`src/design/czom_pkg.sv`:
```
// Package with shared types and constants of the cross-zone order matcher.
package czom_pkg;

  localparam logic [1:0] KIND_TRADE  = 2'd0;
  localparam logic [1:0] KIND_FINAL  = 2'd1;
  localparam logic [1:0] KIND_RULE   = 2'd2;

  localparam logic [1:0] ST_NEW      = 2'd0;
  localparam logic [1:0] ST_PARTIAL  = 2'd1;
  localparam logic [1:0] ST_FILLED   = 2'd2;

  localparam logic FUNC_ORDER = 1'b0;
  localparam logic FUNC_RULE  = 1'b1;

  localparam logic SIDE_BUY  = 1'b0;
  localparam logic SIDE_SELL = 1'b1;

  // Resting order held by one cell.
  typedef struct packed {
    logic        side;
    logic [3:0]  zone;
    logic [31:0] price;
    logic [31:0] left;
    logic [31:0] tag;
    logic [47:0] tm;
  } slot_t;

  // Candidate travelling down the cell chain during a scan.
  typedef struct packed {
    logic        found;
    logic [33:0] eff;
    logic [47:0] tm;
    logic        same_zone;
    logic [15:0] fee;
  } cand_t;

  // Search context broadcast to every cell during a scan.
  typedef struct packed {
    logic        side;
    logic [3:0]  zone;
    logic [33:0] limit;
  } ctx_t;

  typedef enum logic [2:0] {
    S_IDLE,
    S_RULE_RD,
    S_SCAN,
    S_FILL,
    S_FREE,
    S_OUT
  } state_t;

endpackage

```
`src/design/czom_cell.sv`:
```
// One book slot: holds a resting order and ranks it against the incoming candidate.
module czom_cell
  import czom_pkg::*;
(
  input  logic        clk,
  input  logic        rst_n,
  input  logic        wr_en,
  input  slot_t       wr_slot,
  input  logic        fill_en,
  input  logic [31:0] fill_qty,
  input  logic        cmp_en,
  input  ctx_t        ctx,
  input  logic        rule_ok,
  input  logic [15:0] rule_fee,
  input  cand_t       cand_in,
  output cand_t       cand_out,
  output logic        take,
  output logic        valid,
  output slot_t       slot
);

  logic  valid_r;
  slot_t slot_r;
  logic  elig;
  logic  same;
  logic [15:0] fee;
  logic [33:0] eff;
  logic  better;

  assign valid = valid_r;
  assign slot  = slot_r;

  always_comb begin
    same = (slot_r.zone == ctx.zone);
    fee  = same ? 16'd0 : rule_fee;
    if (ctx.side == SIDE_BUY) begin
      eff = {2'b00, slot_r.price} + {18'd0, fee};
    end else begin
      eff = {2'b00, slot_r.price} - {18'd0, fee};
    end
    elig = valid_r && (slot_r.side != ctx.side) && (slot_r.left != 32'd0)
           && (same || rule_ok);
    if (ctx.side == SIDE_BUY) begin
      elig = elig && ($signed(eff) <= $signed(ctx.limit));
    end else begin
      elig = elig && ($signed(eff) >= $signed(ctx.limit));
    end
    // Cells are visited from slot zero up, so a full tie keeps the earlier (lower) slot.
    if (!elig) begin
      better = 1'b0;
    end else if (!cand_in.found) begin
      better = 1'b1;
    end else if (eff != cand_in.eff) begin
      better = (ctx.side == SIDE_BUY) ? ($signed(eff) < $signed(cand_in.eff))
                                      : ($signed(eff) > $signed(cand_in.eff));
    end else if (slot_r.tm != cand_in.tm) begin
      better = slot_r.tm < cand_in.tm;
    end else begin
      better = same && !cand_in.same_zone;
    end
    take = cmp_en && better;
    cand_out = cand_in;
    if (better) begin
      cand_out.found     = 1'b1;
      cand_out.eff       = eff;
      cand_out.tm        = slot_r.tm;
      cand_out.same_zone = same;
      cand_out.fee       = fee;
    end
  end

  always_ff @(posedge clk) begin
    if (!rst_n) begin
      valid_r <= 1'b0;
    end else if (wr_en) begin
      valid_r <= 1'b1;
    end else if (fill_en && (slot_r.left == fill_qty)) begin
      valid_r <= 1'b0;
    end
  end

  always_ff @(posedge clk) begin
    if (wr_en) begin
      slot_r <= wr_slot;
    end else if (fill_en) begin
      slot_r.left <= slot_r.left - fill_qty;
    end
  end

endmodule

```
`config.mk`:
```
export PLATFORM = sky130hd
export DESIGN_NAME = czom_cell
export DESIGN_NICKNAME = d
export VERILOG_FILES = /design/src/design/czom_pkg.sv /design/src/design/czom_cell.sv
export SDC_FILE = /design/constraint.sdc
export NUM_CORES = 1
export LEC_CHECK = 0
export BUFFER_PORTS_ARGS = -buffer_cell sky130_fd_sc_hd__buf_4
export CELL_PAD_IN_SITES_DETAIL_PLACEMENT = 0
export CELL_PAD_IN_SITES_GLOBAL_PLACEMENT = 1
export CORE_AREA = 3 3 228 230
export CTS_CLUSTER_DIAMETER = 120
export DETAILED_ROUTE_END_ITERATION = 12
export DIE_AREA = 0 0 231 233
export GPL_TIMING_DRIVEN = 0
export PLACE_DENSITY = 0.65
export SYNTH_ARGS = -nofsm -noshare
export SYNTH_HDL_FRONTEND = slang
export SYNTH_SLANG_ARGS = --single-unit
```
`constraint.sdc`:
```
create_clock -name clk -period 22.3 [get_ports clk]
set_input_delay 4.46 -clock clk [delete_from_list [all_inputs] [get_ports clk]]
set_output_delay 4.46 -clock clk [all_outputs]
set_load 0.01 [all_outputs]
```
==> results.txt <==
Crit path time final: 16.54 ns
GRT Overall Usage: 21.82%
CP Capture Point: cand_out[14]
CP max FO: 10
PwrDens: 60.76 nW/µm²
Int Power: 729.0 µW
Fillers: 5201
DIE WIDTH: 231 µm
Register area share after synthesis: 33.00%
Net Count, Synth: 1974
Area contributors post-synth: edfxtp_1 (33%), ha_1 (16%), mux2_2 (6.4%)
Worst skew pair latency: 0.46 ns
Drt drc: 0
Share of post-route cells with drive strength above 1: 35.84%
P_leak: 0.009168 µW
Post_cts resized: 0
Grt total ovfl: 0
Clock group share of total power: 24.6%
Fin Hold WS: 0.5600 ns
First-pass GRT wire length: 89020 µm
Die area: 53820 µm²
Async set-reset flop share out of synthesis: 0%
Final Non-Filler Cells: 2747
Iteration-0 DRC Markers: 563
Leading cell type in the layout, fill and taps excluded: buf_4
Number of synthesized flops with an enable pin: 149
Clock Skew: 0.02104 ns
Die extent in y: 233 µm
Reg2Reg Depth: 11
Crit path DAT: 12.08 ns
Maximum root-to-sink buffer count: 2
Fin. max-slew vios: 0
Antenna viol nets, final: 0
RSZ-0062 raised after global routing: false
Switching Power: 455.3 µW
Synth Register Bits: 150
Hold Path Depth: 2
Fin. Hold Viols: 0
TritonCTS clock tree: done
Crit path kind: in -> out
Min-delay worst type: reg -> reg
Total CTS buffers: 17
Drt pass-1 iters: 6
H-tree Lvls: 4
Post-Synthesis Cells: 1450
GR peak layer: met2
Root Driver: clkbuf_16
Yosys top cell area share: 32.86%
Core Rows: 82
Met3 Use GR: 4.628%
Cells after DPL: 2714
Count of port buffers added during placement: 591
Max Fclk: 60.48 MHz
Initial antenna violation count: 6
Via/cell ratio: 4.982
CORE AREA: 50070 µm²
Nets: 2585
Fin crit share: 74.15%
Setup tns final: 0 ns
Total of max-cap violations: 0
P&R area growth vs syn: 43.15%
Clock sinks: 150
Routed len/inst: 22.15 µm
Met1 Use GR: 26.39%
Synth Flop Type: edfxtp_1
Final setup viols: 0
R2R setup slack: 19.08 ns
Sequential share of power: 32.5%
Outcome: completed
GR Layer Usage met2: 39.59%
Synth cell types: 81
Routed WL: 60840 µm
I/O pin count: 593
Initial Util: 27.20%
Switch share: 38.45%
Largest net degree at the start of global routing: 97
Highest-count cells in the layout ignoring fill and taps: buf_4 (600), inv_1 (198), ha_1 (179), edfxtp_1 (149), nand2_1 (93)
Reg2reg end: slot[104]
Worst Setup End Kind: output port
Synth Warn #: 0
Slew @ Worst Pin: 0.9817 ns
Slew HR: 34.36%
Vias in the first global route: 14.20k
Crit. Startpoint: ctx[36]
Critical path required time: 17.84 ns
Yosys top cell by area: edfxtp_1
Combinational Power Share: 42.8%
DR vias: 13.69k
Worst reg2reg startpoint: slot[80]
Gp weighted congestion: 0.8886
Startpoint Class: input port
Peak VDD IR: 0.05241 mV
Synthesized area: 13620 µm²
HPWL Detailed: 51410 µm
Synth Area per Inst: 9.392 µm²
Clk slew on worst S/H paths: 0.08 ns
Postcts setup bufs: 0
Hold buffers post-CTS: 0
[cells in the mapped netlist (7+ instances only)]
master and count:
nor4_1 15, a21o_1 28, xnor2_1 26, ha_1 179, inv_1 198, a211oi_1 13, o21a_1 15, or3_1 13
and4_1 12, mux2_2 78, o211ai_1 13, edfxtp_1 149, xor2_1 19, mux2_1 18, o2111ai_1 18, a21oi_1 85
and3_1 13, clkbuf_1 26, nand4_1 35, nor3_1 26, nand2b_1 14, nor2b_1 24, nor2_1 62, o21ai_0 86
buf_4 10, nand2_1 93, nand3_1 29, a221oi_1 9, o31ai_1 13, or2_2 7, mux2i_1 7
[metrics by stage]
step | util, % | power (µW) | worst slack [ns] | instance area (µm²)
floorplan | - | 666.4 | 8.449 | 13620
global placement | 37.74 | 889.8 | 5.480 | 18900
detailed placement | 37.80 | 895.7 | 5.395 | 18930
CTS | 38.92 | 1193 | 5.339 | 19490
global route | 38.93 | 1261 | 4.803 | 19490
finish | 38.93 | 1184 | 5.764 | 19490
[power by group through the flow]
stage          Combinational (µW)  Sequential (µW)  Clock [µW]
6_report                      507              385         292
5_1_grt                       563              389         309
4_1_cts                       509              385         299
3_5_place_dp                  505              390           0
3_3_place_gp                  499              391           0
2_1_floorplan                 276              390           0
[per-layer routing]
layer | routed length (µm) | share of wire [%]
met1 | 24770 | 41
met2 | 31480 | 52
met3 | 3612 | 5.9
met4 | 930 | 1.5
met5 | 49 | 0.081
[flip-flops by register name, summed over array words and instances, names as in the netlist]
name / cells
slot: 149
valid: 1
[cells by family after synthesis]
logic type                 after synthesis  share of synthesized area [%]
AOI/OAI and AO/OA                      353                          17.26
xor gates and xnor gates                45                          2.894
adders and majority gates              182                          16.89
buffers and inverters                  244                          7.111
DFF                                    150                          33.00
muxes                                  104                          8.563
and+or+nand+nor                        372                          14.28
[area by class of cell]
type	count	area (µm²)	share of cell area, %
Clock inverter	14	136.4	0.6996
Multi-Input combinational cell	1056	8155	41.84
Tap cell	672	840.8	4.313
Buffer	45	221.5	1.136
Antenna cell	2	5.005	0.02567
Clock buffer	17	425.4	2.182
Timing Repair Buffer	592	4468	22.92
Inverter	199	747.0	3.832
Sequential cell	150	4494	23.06
[how the worst min path moves through the flow]
stage	from	endpoint
after CTS	valid	valid
after global placement	valid	valid
after detailed placement	valid	valid
after floorplan	valid	valid
final	valid	valid
after global routing	valid	valid
[worst max-delay path, cell delays in order]
cell and delay [ns]:
buf_4 0.11, xnor2_1 0.20, nand4_1 0.79, clkbuf_1 0.47, nand2_1 0.17, inv_1 0.14, ha_1 0.23, nor2b_1 0.16
or2_1 0.24, a21o_1 0.19, a21oi_1 0.65, nand2_1 0.44, o21ai_0 0.29, o2111ai_1 0.25, ha_1 0.36, nand4_1 0.14
nor4b_1 0.60, nand4_1 0.25, o21ai_0 0.27, nor2b_1 0.07, mux2i_1 0.15, o211a_1 0.24, buf_4 0.30, buf_4 0.32
mux2_1 0.38, buf_4 0.16
Power figures use the tool's default switching activity.
