<file path="src/design/czom_pkg.sv">
// Package with shared types and constants of the cross-zone order matcher.
package czom_pkg;

  localparam logic [1:0] KIND_TRADE  = 2'd0;
  localparam logic [1:0] KIND_FINAL  = 2'd1;
  localparam logic [1:0] KIND_RULE   = 2'd2;

  localparam logic [1:0] ST_NEW      = 2'd0;
  localparam logic [1:0] ST_PARTIAL  = 2'd1;
  localparam logic [1:0] ST_FILLED   = 2'd2;

  localparam logic FUNC_ORDER = 1'b0;
  localparam logic FUNC_RULE  = 1'b1;

  localparam logic SIDE_BUY  = 1'b0;
  localparam logic SIDE_SELL = 1'b1;

  // Resting order held by one cell.
  typedef struct packed {
    logic        side;
    logic [3:0]  zone;
    logic [31:0] price;
    logic [31:0] left;
    logic [31:0] tag;
    logic [47:0] tm;
  } slot_t;

  // Candidate travelling down the cell chain during a scan.
  typedef struct packed {
    logic        found;
    logic [33:0] eff;
    logic [47:0] tm;
    logic        same_zone;
    logic [15:0] fee;
  } cand_t;

  // Search context broadcast to every cell during a scan.
  typedef struct packed {
    logic        side;
    logic [3:0]  zone;
    logic [33:0] limit;
  } ctx_t;

  typedef enum logic [2:0] {
    S_IDLE,
    S_RULE_RD,
    S_SCAN,
    S_FILL,
    S_FREE,
    S_OUT
  } state_t;

endpackage

</file>
<file path="src/design/czom_rules.sv">
// Transfer rule table: allowed bits with reset, fees in a memory.
module czom_rules
  import czom_pkg::*;
#(
  parameter int ZONE_COUNT = 16
)
(
  input  logic        clk,
  input  logic        rst_n,
  input  logic        wr_en,
  input  logic [3:0]  wr_seller,
  input  logic [3:0]  wr_buyer,
  input  logic        wr_ok,
  input  logic [15:0] wr_fee,
  input  logic [3:0]  rd_seller,
  input  logic [3:0]  rd_buyer,
  output logic        rd_ok,
  output logic [15:0] rd_fee
);

  localparam int ENTRIES = ZONE_COUNT * ZONE_COUNT;
  localparam int AW = $clog2(ENTRIES);

  logic [ENTRIES-1:0] ok_r;
  logic [15:0]        fee_mem [ENTRIES];
  logic [AW-1:0]      wa;
  logic [AW-1:0]      ra;
  logic               wr_in;
  logic               rd_in;
  logic               rd_in_r;
  logic               rd_ok_r;
  logic [15:0]        fee_r;

  assign wr_in = (32'(wr_seller) < ZONE_COUNT) && (32'(wr_buyer) < ZONE_COUNT);
  assign rd_in = (32'(rd_seller) < ZONE_COUNT) && (32'(rd_buyer) < ZONE_COUNT);
  assign wa = AW'(32'(wr_seller) * ZONE_COUNT + 32'(wr_buyer));
  assign ra = AW'(32'(rd_seller) * ZONE_COUNT + 32'(rd_buyer));

  always_ff @(posedge clk) begin
    if (!rst_n) begin
      ok_r <= '0;
    end else if (wr_en && wr_in) begin
      ok_r[wa] <= wr_ok;
    end
  end

  // Fees start as zero in the model, but are used only when the allowed bit is set.
  always_ff @(posedge clk) begin
    if (wr_en && wr_in) begin
      fee_mem[wa] <= wr_fee;
    end
    fee_r   <= fee_mem[ra];
    rd_ok_r <= ok_r[ra];
    rd_in_r <= rd_in;
  end

  assign rd_ok  = rd_ok_r && rd_in_r;
  assign rd_fee = fee_r;

endmodule

</file>
<file path="config.mk">
export PLATFORM = sky130hd
export DESIGN_NAME = czom_rules
export DESIGN_NICKNAME = d
export VERILOG_FILES = /design/src/design/czom_pkg.sv /design/src/design/czom_rules.sv
export SDC_FILE = /design/constraint.sdc
export NUM_CORES = 2
export LEC_CHECK = 0
export BUFFER_PORTS_ARGS = -buffer_cell sky130_fd_sc_hd__buf_2
export CELL_PAD_IN_SITES_DETAIL_PLACEMENT = 0
export CELL_PAD_IN_SITES_GLOBAL_PLACEMENT = 2
export CORE_MARGIN = 1
export CORE_UTILIZATION = 40
export DETAILED_ROUTE_END_ITERATION = 7
export PLACE_DENSITY = 0.66
export SLEW_MARGIN = 20
export SYNTH_ARGS = -nofsm -noshare
export SYNTH_HDL_FRONTEND = slang
export SYNTH_SLANG_ARGS = --single-unit
export TNS_END_PERCENT = 20
</file>
<file path="constraint.sdc">
create_clock -name clk -period 3.2 [get_ports clk]
set_input_delay 0.16 -clock clk [delete_from_list [all_inputs] [get_ports clk]]
set_output_delay 0.16 -clock clk [all_outputs]
set_load 0.01 [all_outputs]
</file>
==> summary.md <==
| Metric | Value |
|---|---|
| Cell leakage power | `~64 nW` |
| Starting density of the core | `between 40% and 50%` |
| Normalized max-slew margin | `around 16%` |
| DR WL/cell | `approximately 33 microns` |
| First-pass DRT Iterations | `6` |
| Placed instance area | `184000 sq um` |
| Slowest stage delay, CP | `approximately 0.64 ns` |
| Synth cell types | `58` |
| R2R Path Start | `fee_mem[151][6]$_DFFE_PP_` |
| Worst path most repeated cell | `buf_4` |
| CTS tree | `built` |
| Hold depth | `4` |
| Main flop type after synthesis | `edfxtp_1` |
| CTS Buf Count | `455` |
| Syn_nets | `around 9000` |
| Seq cells post-synth | `4369` |
| Vias in the first global route | `between 90000 and 100k` |
| Max H-tree Level | `5` |
| Fin. Hold Viols | `0` |
| WP data required | `4.12 ns` |
| Max-cap violations | `0` |
| PortBufs | `52` |
| Total power | `121 mW` |
| FP Rows | `239` |
| Remaining DRCs | `0` |
| FMAX | `between 300 and 400 MHz` |
| Fin crit period | `3.01 ns` |
| Yosys warning count | `0` |
| Boundary Pins | `between 50 and 60` |
| Initial antenna violation count | `45` |
| Max Slew Vio Count | `0` |
| Reg2reg end | `rd_fee[6]$_DFF_P_` |
| RSZ-0062 raised after global routing | `false` |
| Die area | `between 400000 and 500000 sq um` |
| CP Max Fanout | `1` |
| Reg-to-reg setup timing slack | `0.19 ns` |
| Actual transition at the worst max-transition pin | `~1.3 ns` |
| Hold EP | `fee_mem[150][7]$_DFFE_PP_` |
| Pin count of the biggest net entering global routing | `between 100 and 150` |
| Crit Path Class | `flop to flop` |
| CORE AREA | `about 420000 sq um` |
| Clock slew seen by the registers of the worst setup and hold paths | `roughly 0.060 ns` |
| EDFF count, synth | `roughly 4100` |
| Clock Latency Late Sink | `~1 ns` |
| Fin Clk Skew | `~0.076 ns` |
| Worst IR Drop VDD | `around 470 uV` |
| CTS sink count | `4369` |
| Crit-path leading delay family | `multiplexers` |
| First-pass GRT wire length | `713 mm` |
| Commonest non-fill, non-tap cell in the layout | `edfxtp_1` |
| Drt total wl | `about 510 mm` |
| Asr flop ratio synth | `0%` |
| Cells along the critical path | `mux4_2 > mux4_2 > mux2i_1 > buf_4 > nor2_1 > nor4_2 > buf_4 > nor4b_1 > buf_4` |
| Vias | `~91000` |
| Hold path start | `wr_buyer[3]` |
| Gpl congestion | `between 0.8 and 0.9` |
| Fraction of layout cells with a size suffix above 1 | `a little over a quarter` |
| CP arrival | `around 4 ns` |
| Clock root buffer | `clkbuf_16` |
| DPL Wire Length | `about 320 mm` |
| P&R area growth vs syn | `16.8%` |
| Sequential share of the synthesized area | `75.2%` |
| Status | `finished, final reports clean` |
| Total Routing Usage GR | `23.5%` |
| Mapped Avg Cell Area | `slightly below 20 sq um` |
| Cell count after synthesis | `between 8000 and 9000` |
| Setup ws final | `0.195 ns` |
| Worst slack at placement | `-0.622 ns` |
| Startpoint Class | `flop` |
| Routed vias/inst | `5.78` |
| Post-Syn Area | `171000 sq um` |
| Most frequent cells in the layout | `edfxtp_1, mux4_2, buf_4` |
| Slowest-stage cell, CP | `nor4_2` |
| Final Setup Violations | `0` |
| DR iter-0 viols | `around 10000` |
| Die Wd | `655 microns` |
| Final net count | `slightly below 10000` |
| CP Buf/Inv Count | `3` |
| ANT nets after route | `0` |
| Fin area | `between 150000 and 200000 sq um` |
| Die Y | `655 microns` |
| Power Density | `~610 nW/um^2` |
| Clock buffer depth | `4` |
| CP Capture Type | `flop` |
| Hold Path Class | `input pin to flop` |
| Period utilisation layout | `approximately 94%` |
| Global route overflow | `0` |
| Reg2reg path depth | `9` |
-- worst max path at each step --
stage / to / startpoint / depth (start not counted) / slack, ns
2_1_floorplan: rd_fee[11]$_DFF_P_ / rd_buyer[0] / 10 / 0.87
3_3_place_gp: rd_fee[3]$_DFF_P_ / rd_buyer[0] / 10 / -0.87
3_5_place_dp: rd_fee[6]$_DFF_P_ / rd_buyer[0] / 13 / -0.62
4_1_cts: rd_fee[6]$_DFF_P_ / fee_mem[27][6]$_DFFE_PP_ / 10 / 0.10
5_1_grt: rd_fee[6]$_DFF_P_ / fee_mem[27][6]$_DFFE_PP_ / 10 / 0.04
6_report: rd_fee[6]$_DFF_P_ / fee_mem[151][6]$_DFFE_PP_ / 9 / 0.19
-- area by class of cell --
cell class	count	area (sq um)
clock buffers	597	12200
fillers	35200	225000
multi-input cells	3755	39200
well taps	5663	7090
clock inverters	259	2400
inverters	2	20.0
diodes	16	40.0
repair buffers	1045	10000
flip-flops and latches	4369	128000
-- synthesized netlist by cell type (all sizes together), types with 4 or more instances --
library cell	count	area, sq um
edfxtp	4096	123000
mux4	876	19800
mux2i	553	5540
nor2	359	1350
clkbuf	332	1250
nand2	324	1220
o21ai	300	1500
dfxtp	273	5470
buf	263	2130
a21boi	256	1920
o22ai	214	1360
nor3	153	766
o221ai	132	1160
a21oi	108	541
a221oi	63	552
a22oi	60	450
a211oi	50	375
mux2	47	529
nor4	45	282
a22o	32	280
nand3	25	125
and2	17	106
o211ai	16	120
a221o	12	120
a32oi	12	105
and3	10	62.6
nand2b	10	62.6
nand4	10	62.6
or4	10	75.1
o311ai	9	78.8
o31ai	9	67.6
nor2b	8	50.1
a2111oi	5	43.8
or2	5	31.3
and4b	4	40.0
-- registers in the layout (all words and copies together) (netlist names) --
signal,cells
fee_mem,4096
ok_r,256
rd_fee,16
rd_ok_r,1
-- where the power goes --
part           internal (mW)  leakage [nW]  switching (mW)
Combinational           2.46          17.9            4.38
Clock                   29.6          7.15            22.4
Sequential              62.6          39.0           0.136
Total                   94.6          64.0            26.9
-- worst min-delay path, stage by stage --
cell and delay, ns:
buf_2 0.11, nor2_1 0.08, nand2_2 0.41, nor2_2 0.15
-- logic make-up (layout without fill, tap and decap cells) --
logic type,count (synthesis),after routing,synth area share (%)
muxes,1476,1476,15.1
DFF,4369,4369,75.2
buffers and inverters,597,1903,1.98
and+or+nand+nor,996,996,2.55
AOI/OAI and AO/OA,1283,1283,5.10
other,0,16,0
-- timing repair --
item                                    CTS  global route
buffers inserted                          0             0
endpoints found under the hold margin  2607             0
setup endpoints to repair                 1             0
hold buffers                             27             0
resized for setup                         1             0
-- per-stage QoR --
stage	hold WS, ns	utilization, %	setup TNS (ns)	std cells
2_1_floorplan	0.259	-	0	8721
3_3_place_gp	0.462	43.5	-5.93	14800
3_5_place_dp	0.470	43.5	-4.09	14800
4_1_cts	0.0285	47.0	0	15700
5_1_grt	0.0908	47.0	0	15700
6_report	0.134	47.0	0	15700
-- layer usage --
layer	share of wire, %	track usage [%]
met1	42	32.6
met2	49	38.6
met3	6.7	3.44
met4	3.2	6.98
met5	0.0090	0
Power figures use the tool's default switching activity.
